### config.mk
export PLATFORM = sky130hd
export DESIGN_NAME = lcm_of_two_sizes
export DESIGN_NICKNAME = d
export VERILOG_FILES = /design/src/rtl/lcm_pkg.sv /design/src/rtl/lcm_div.sv /design/src/rtl/lcm_mul.sv /design/src/rtl/lcm_of_two_sizes.sv
export SDC_FILE = /design/constraint.sdc
export NUM_CORES = 1
export LEC_CHECK = 0
export ABC_AREA = 0
export BUFFER_PORTS_ARGS = -buffer_cell sky130_fd_sc_hd__buf_2
export CAP_MARGIN = 40
export CELL_PAD_IN_SITES_DETAIL_PLACEMENT = 1
export CELL_PAD_IN_SITES_GLOBAL_PLACEMENT = 2
export CORE_ASPECT_RATIO = 2
export CORE_MARGIN = 2
export CORE_UTILIZATION = 40
export DETAILED_ROUTE_END_ITERATION = 7
export PLACE_DENSITY_LB_ADDON = 0.1
export REMOVE_ABC_BUFFERS = 1
export SLEW_MARGIN = 40
export SYNTH_ARGS = -nofsm -noshare
export SYNTH_HDL_FRONTEND = slang
export SYNTH_SLANG_ARGS = --single-unit
### constraint.sdc
create_clock -name clk -period 12.84 [get_ports clk]
set_input_delay 1.284 -clock clk [delete_from_list [all_inputs] [get_ports clk]]
set_output_delay 1.284 -clock clk [all_outputs]
set_load 0.02 [all_outputs]
### src/rtl/lcm_pkg.sv
// Shared types and constants for the least-common-multiple block.
// Used by the top level and by the bit-serial divider and multiplier.
// No dependencies.
`default_nettype none

package lcm_pkg;

    // Fixed widths of the item fields on the top-level ports.
    localparam int SIZE_PORT_WIDTH = 32;
    localparam int RESULT_WIDTH    = 64;

    // Result given when both sizes are zero.
    localparam logic [RESULT_WIDTH-1:0] DEFAULT_SIZE = RESULT_WIDTH'(8 * 1024);

    // Status of one sequential arithmetic unit.
    typedef struct packed {
        logic busy;
        logic done;
    } unit_stat_t;

endpackage

`default_nettype wire

### src/rtl/lcm_div.sv
// Restoring divider that produces one quotient bit per cycle.
// Gives quotient and remainder once done is raised after start.
// Depends on lcm_pkg for the status struct.
`default_nettype none

module lcm_div #(
    parameter int W = 32
) (
    input  wire logic                clk,
    input  wire logic                rst_n,
    input  wire logic                start,
    input  wire logic [W-1:0]        dividend,
    input  wire logic [W-1:0]        divisor,
    output logic [W-1:0]             quotient,
    output logic [W-1:0]             remainder,
    output lcm_pkg::unit_stat_t      stat
);

    localparam int CW = (W > 1) ? $clog2(W) : 1;

    logic [W-1:0]  rem_reg, rem_next;
    logic [W-1:0]  quo_reg, quo_next;
    logic [W-1:0]  dvs_reg, dvs_next;
    logic [CW-1:0] cnt_reg, cnt_next;
    logic          busy_reg, busy_next;
    logic          done_reg, done_next;

    logic [W:0]    trial;
    logic [W+1:0]  diff;
    logic          fits;

    // Shift the next dividend bit into the partial remainder and try to subtract.
    assign trial = {rem_reg, quo_reg[W-1]};
    assign diff  = {1'b0, trial} - {2'b00, dvs_reg};
    assign fits  = ~diff[W+1];

    always_comb
    begin
        rem_next  = rem_reg;
        quo_next  = quo_reg;
        dvs_next  = dvs_reg;
        cnt_next  = cnt_reg;
        busy_next = busy_reg;
        done_next = 1'b0;
        if (start)
        begin
            rem_next  = '0;
            quo_next  = dividend;
            dvs_next  = divisor;
            cnt_next  = CW'(W - 1);
            busy_next = 1'b1;
        end
        else if (busy_reg)
        begin
            rem_next = fits ? diff[W-1:0] : trial[W-1:0];
            quo_next = {quo_reg[W-2:0], fits};
            cnt_next = cnt_reg - CW'(1);
            if (cnt_reg == '0)
            begin
                busy_next = 1'b0;
                done_next = 1'b1;
            end
        end
    end

    always_ff @(posedge clk or negedge rst_n)
    begin
        if (!rst_n)
        begin
            cnt_reg  <= '0;
            busy_reg <= 1'b0;
            done_reg <= 1'b0;
        end
        else
        begin
            cnt_reg  <= cnt_next;
            busy_reg <= busy_next;
            done_reg <= done_next;
        end
    end

    always_ff @(posedge clk)
    begin
        rem_reg <= rem_next;
        quo_reg <= quo_next;
        dvs_reg <= dvs_next;
    end

    assign quotient  = quo_reg;
    assign remainder = rem_reg;
    assign stat.busy = busy_reg;
    assign stat.done = done_reg;

endmodule

`default_nettype wire

### src/rtl/lcm_mul.sv
// Shift-add multiplier that retires one multiplier bit per cycle.
// Gives the 2W-bit product once done is raised after start.
// Depends on lcm_pkg for the status struct.
`default_nettype none

module lcm_mul #(
    parameter int W = 32
) (
    input  wire logic                clk,
    input  wire logic                rst_n,
    input  wire logic                start,
    input  wire logic [W-1:0]        mcand,
    input  wire logic [W-1:0]        mplier,
    output logic [2*W-1:0]           product,
    output lcm_pkg::unit_stat_t      stat
);

    localparam int CW = (W > 1) ? $clog2(W) : 1;

    logic [W-1:0]  hi_reg, hi_next;
    logic [W-1:0]  lo_reg, lo_next;
    logic [W-1:0]  mcd_reg, mcd_next;
    logic [CW-1:0] cnt_reg, cnt_next;
    logic          busy_reg, busy_next;
    logic          done_reg, done_next;

    logic [W:0]    sum;

    // The low half holds the unused multiplier bits and collects product bits from above.
    assign sum = {1'b0, hi_reg} + (lo_reg[0] ? {1'b0, mcd_reg} : '0);

    always_comb
    begin
        hi_next   = hi_reg;
        lo_next   = lo_reg;
        mcd_next  = mcd_reg;
        cnt_next  = cnt_reg;
        busy_next = busy_reg;
        done_next = 1'b0;
        if (start)
        begin
            hi_next   = '0;
            lo_next   = mplier;
            mcd_next  = mcand;
            cnt_next  = CW'(W - 1);
            busy_next = 1'b1;
        end
        else if (busy_reg)
        begin
            hi_next  = sum[W:1];
            lo_next  = {sum[0], lo_reg[W-1:1]};
            cnt_next = cnt_reg - CW'(1);
            if (cnt_reg == '0)
            begin
                busy_next = 1'b0;
                done_next = 1'b1;
            end
        end
    end

    always_ff @(posedge clk or negedge rst_n)
    begin
        if (!rst_n)
        begin
            cnt_reg  <= '0;
            busy_reg <= 1'b0;
            done_reg <= 1'b0;
        end
        else
        begin
            cnt_reg  <= cnt_next;
            busy_reg <= busy_next;
            done_reg <= done_next;
        end
    end

    always_ff @(posedge clk)
    begin
        hi_reg  <= hi_next;
        lo_reg  <= lo_next;
        mcd_reg <= mcd_next;
    end

    assign product   = {hi_reg, lo_reg};
    assign stat.busy = busy_reg;
    assign stat.done = done_reg;

endmodule

`default_nettype wire

### src/rtl/lcm_of_two_sizes.sv
// Top level of the least-common-multiple block: sequencer around a shared
// bit-serial divider (lcm_div) and a bit-serial multiplier (lcm_mul).
// Depends on lcm_pkg.
//
// Usage: present size_a and size_b with start high; the item is taken at a
// rising edge where start is high and busy is low. Only the low SIZE_WIDTH
// bits of each size are used. busy stays high until the result is out.
// The result appears on common_multiple for exactly one cycle with done high;
// the receiver cannot stall it, so it must capture it in that cycle.
// Sequence: if either size is zero, the result is registered when the item is
// taken and no unit runs. Otherwise the block runs Euclid's loop of remainder
// steps plus one final division of size_a by the gcd, then one multiply by
// size_b, each in the one-bit-per-cycle divider or multiplier. One item is in
// flight at a time; the next may start the cycle after done. Reset returns
// the sequencer to idle and drops busy and done; no item survives it.
`default_nettype none

module lcm_of_two_sizes #(
    parameter int SIZE_WIDTH = 32
) (
    input  wire logic                                   clk,
    input  wire logic                                   rst_n,
    input  wire logic                                   start,
    output logic                                        busy,
    input  wire logic [lcm_pkg::SIZE_PORT_WIDTH-1:0]    size_a,
    input  wire logic [lcm_pkg::SIZE_PORT_WIDTH-1:0]    size_b,
    output logic                                        done,
    output logic [lcm_pkg::RESULT_WIDTH-1:0]            common_multiple
);

    localparam int W  = SIZE_WIDTH;
    localparam int RW = lcm_pkg::RESULT_WIDTH;

    typedef enum logic [4:0] {
        ST_IDLE = 5'b00001,
        ST_MOD  = 5'b00010,
        ST_DIV  = 5'b00100,
        ST_MUL  = 5'b01000,
        ST_OUT  = 5'b10000
    } state_t;

    state_t        state_reg, state_next;
    logic [W-1:0]  a_reg, a_next;
    logic [W-1:0]  b_reg, b_next;
    logic [W-1:0]  n_reg, n_next;
    logic [RW-1:0] result_reg, result_next;

    logic [W-1:0]  in_a, in_b;
    logic          div_start, mul_start;
    logic [W-1:0]  div_dividend, div_divisor;
    logic [W-1:0]  div_quo, div_rem;
    logic [2*W-1:0] mul_prod;
    lcm_pkg::unit_stat_t div_stat, mul_stat;

    assign in_a = size_a[W-1:0];
    assign in_b = size_b[W-1:0];

    lcm_div #(.W(W)) u_div (
        .clk       (clk),
        .rst_n     (rst_n),
        .start     (div_start),
        .dividend  (div_dividend),
        .divisor   (div_divisor),
        .quotient  (div_quo),
        .remainder (div_rem),
        .stat      (div_stat)
    );

    lcm_mul #(.W(W)) u_mul (
        .clk     (clk),
        .rst_n   (rst_n),
        .start   (mul_start),
        .mcand   (b_reg),
        .mplier  (div_quo),
        .product (mul_prod),
        .stat    (mul_stat)
    );

    always_comb
    begin
        state_next   = state_reg;
        a_next       = a_reg;
        b_next       = b_reg;
        n_next       = n_reg;
        result_next  = result_reg;
        div_start    = 1'b0;
        div_dividend = '0;
        div_divisor  = '0;
        mul_start    = 1'b0;
        case (state_reg)
            ST_IDLE:
            begin
                if (start)
                begin
                    a_next = in_a;
                    b_next = in_b;
                    n_next = in_b;
                    if (in_a == '0)
                    begin
                        result_next = (in_b == '0) ? lcm_pkg::DEFAULT_SIZE : RW'(in_b);
                        state_next  = ST_OUT;
                    end
                    else if (in_b == '0)
                    begin
                        result_next = RW'(in_a);
                        state_next  = ST_OUT;
                    end
                    else
                    begin
                        div_start    = 1'b1;
                        div_dividend = in_a;
                        div_divisor  = in_b;
                        state_next   = ST_MOD;
                    end
                end
            end
            ST_MOD:
            begin
                if (div_stat.done)
                begin
                    div_start = 1'b1;
                    if (div_rem == '0)
                    begin
                        // n_reg is the gcd; divide size_a by it.
                        div_dividend = a_reg;
                        div_divisor  = n_reg;
                        state_next   = ST_DIV;
                    end
                    else
                    begin
                        div_dividend = n_reg;
                        div_divisor  = div_rem;
                        n_next       = div_rem;
                    end
                end
            end
            ST_DIV:
            begin
                if (div_stat.done)
                begin
                    mul_start  = 1'b1;
                    state_next = ST_MUL;
                end
            end
            ST_MUL:
            begin
                if (mul_stat.done)
                begin
                    result_next = RW'(mul_prod);
                    state_next  = ST_OUT;
                end
            end
            ST_OUT:
            begin
                state_next = ST_IDLE;
            end
            default:
            begin
                state_next = ST_IDLE;
            end
        endcase
    end

    always_ff @(posedge clk or negedge rst_n)
    begin
        if (!rst_n)
        begin
            state_reg <= ST_IDLE;
        end
        else
        begin
            state_reg <= state_next;
        end
    end

    always_ff @(posedge clk)
    begin
        a_reg      <= a_next;
        b_reg      <= b_next;
        n_reg      <= n_next;
        result_reg <= result_next;
    end

    assign busy            = (state_reg != ST_IDLE);
    assign done            = (state_reg == ST_OUT);
    assign common_multiple = result_reg;

    // The sequencer never restarts a unit that is still working.
    a_div_start_idle: assert property (@(posedge clk) disable iff (!rst_n)
        div_start |-> !div_stat.busy)
        else $error("divider started while busy");

    a_mul_start_idle: assert property (@(posedge clk) disable iff (!rst_n)
        mul_start |-> !mul_stat.busy)
        else $error("multiplier started while busy");

    // The two units never work at the same time.
    a_units_exclusive: assert property (@(posedge clk) disable iff (!rst_n)
        !(div_stat.busy && mul_stat.busy))
        else $error("divider and multiplier both busy");

    // An accepted item keeps the block busy in the next cycle.
    a_accept_busy: assert property (@(posedge clk) disable iff (!rst_n)
        (start && !busy) |=> busy)
        else $error("item accepted but block not busy");

    // The result strobe lasts one cycle and then the block is free.
    a_done_pulse: assert property (@(posedge clk) disable iff (!rst_n)
        done |=> (!done && !busy))
        else $error("result strobe longer than one cycle");

endmodule

`default_nettype wire
==> run summary <==
Via-to-Cell Ratio - 5.68
initial antenna violation count - 3
average routed wire per standard cell - 23.4 um
CP Capture Type - register
Synth cell types - 67
worst-skew pair later-pin latency - 0.55 ns
H-tree Lvls - 2
Hold Crit Class - register to register
Detailed Route WL - 57,400 um
Final ANT Viol Nets - 0
CP Launch Type - primary input
area delta synth->final - 13.8%
# IOs - 133
postcts setup bufs - 0
MaxCap Viol Count - 0
WP data required - 13.29 ns
Worst IR Drop VDD - 0.0961 mV
Iter 0 DRT Violations - 853
max-slew violation count - 0
mapped cell area - 18,500 um2
Synth top area share - 0.468
period utilization - 0.353
multi-input logic area - 7550 um2
post-cts sizing count - 0
CP max FO - 39
Worst Skew - 0.0204 ns
Max Clk Rate - 0.221 GHz
global-route wire length before repair - 88,100 um
vias in the first global route - 14,700
Chip Height - 308 um
Main synth FF type - edfxtp_1
Worst Setup SP - size_b[17]
drt pass-1 iters - 7
die area - 48,000 um2
row count - 111
# setup viols final - 0
async set-reset flop share out of synthesis - 0.0512
Core ar. - 45,700 um2
Post-synth EDFFs - 288
# hold bufs at CTS - 0
register area - 10,400 um2
area leader, netlist - edfxtp_1
sequential fraction of the synthesis area - 0.563
outcome - complete, no violations
width of the die - 156 um
Power Dens Cells - 204 nW/um2
Fillers - 5,048
Area after DPL - 19,700 um2
Final HPWL DP - 41,700 um
Slew headroom - 0.425
port bufs - 132
CP Class - primary input to register
Setup TNS - 0 ns
GRT Overall Usage - 0.240
RSZ-0062 raised after global routing - false
Synth Register Bits - 371
Clock Tree Root - clkbuf_16
largest net degree at the start of global routing - 82
hold path startpoint - b_reg[15]
DRC - 0
Worst R2R Start - u_div.quotient[31]
measured slew at the worst slew-check pin - 0.863 ns
post-layout min period - 4.53 ns
Crit path arrival time - 4.99 ns
grt ovf - 0
layout cells sized above 1 - 0.137
Synth Area per Inst - 10.6 um2
CTS sink cnt - 371
P_leak - 0.00828 uW
cts bufs inserted - 37
final hold violation count - 0
final net count - 1,987
Design Area, Final - 21,000 um2
top-count cell post-synth - edfxtp_1
Gate Count Post-Synth - 1,741
gpl congestion - 0.858
Initial Utilization - 0.404
CTS tree - yes
clock transition at the registers of the reported paths - 0.06 ns
yosys warns - 0
max reg flops - 64
top cells by count, synth - edfxtp_1 (288), nand2_1 (268), o21ai_0 (164)
CTS Buffer Depth - 3
vias after detailed routing - 13,900
Synth area leaders - edfxtp_1 (47%), dfxtp_1 (6.9%), nand2_1 (5.4%), ha_1 (4.6%), o21ai_0 (4.4%)
layer usage:
metal  wire (um)  GRT usage  part of all wire  vias to the layer above
met5          13          0           0.00023                        -
met4        2020     0.0870             0.035                        2
met3        1920     0.0229             0.033                       83
met2       31000      0.451              0.54                      300
met1       22500      0.281              0.39                     6966
li1            -          -                 -                     6538
per-stage QoR:
stage / power (uW) / hold WS [ns] / instances / worst slack (ns) / utilization
6_report: 4300 / 0.420 / 2447 / 8.31 / 0.460
5_1_grt: 4540 / 0.429 / 2446 / 8.07 / 0.460
4_1_cts: 4350 / 0.420 / 2443 / 8.29 / 0.460
3_5_place_dp: 3180 / 0.406 / 2375 / 7.72 / 0.432
3_3_place_gp: 3140 / 0.401 / 2373 / 7.79 / 0.431
2_1_floorplan: 2700 / 0.400 / 1655 / 5.34 / -
report_power, final:
group          internal [uW]  switching, uW
Combinational            528            851
Sequential              1580            184
Clock                    664            492
Total                   2770           1530
kinds of logic after synthesis:
logic type | Yosys count | share of synthesized area
adder cells (fa/ha/maj) | 70 | 0.0482
XOR/XNOR | 60 | 0.0284
AND/OR/NAND/NOR | 574 | 0.141
multiplexers | 59 | 0.0321
AO/OA/AOI/OAI | 465 | 0.156
flip-flops | 371 | 0.563
buffers and inverters | 142 | 0.0307
worst max-delay path, cell delays in order:
cell and delay [ns]:
buf_2 0.13, nor4_1 0.65, nand4_1 0.36, nor2_1 0.25, or2_2 0.19, nor2_4 0.05
nor2_4 0.60, buf_4 0.53, inv_1 0.08, buf_4 0.31, nor3b_1 0.29, a41oi_1 0.07
o31ai_1 0.11
cell type report:
| type | instances | share of cell area |
|---|---|---|
| multi-input combinational | 1228 | 0.359 |
| clock inverter | 17 | 0.00946 |
| sequential | 371 | 0.495 |
| clock buffer | 51 | 0.0504 |
| inverter | 56 | 0.0101 |
| timing repair buffer | 156 | 0.0421 |
| tap | 565 | 0.0336 |
| antenna | 3 | 0.000357 |
placed cells by master, fill, tap and decap left out, types with 17 or more instances in the layout:
cell and instances:
nor4_1 28, xor2_1 22, clkbuf_16 39, a21o_1 29, a21oi_1 134, and2_1 67
ha_1 68, o21ai_0 162, mux2i_1 57, a21oi_2 18, xnor2_1 38, nand2_1 266
edfxtp_1 288, a31oi_1 17, dfxtp_1 64, inv_1 53, nor2_1 117, buf_2 132
buf_4 21, a221o_1 32
final timing paths:
check,endpoint,slack (ns),cells past startpoint
max,u_div.remainder[19],8.31,13
min,u_mul.mcd_reg[15],0.42,0
min in group asynchronous,state_reg[2],0.69,1
min reg2reg,u_mul.mcd_reg[15],0.42,0
max reg2reg,u_div.remainder[18],8.52,12
max in group asynchronous,u_div.busy_reg,11.77,1
No activity file was read; power rests on OpenSTA's default activity.
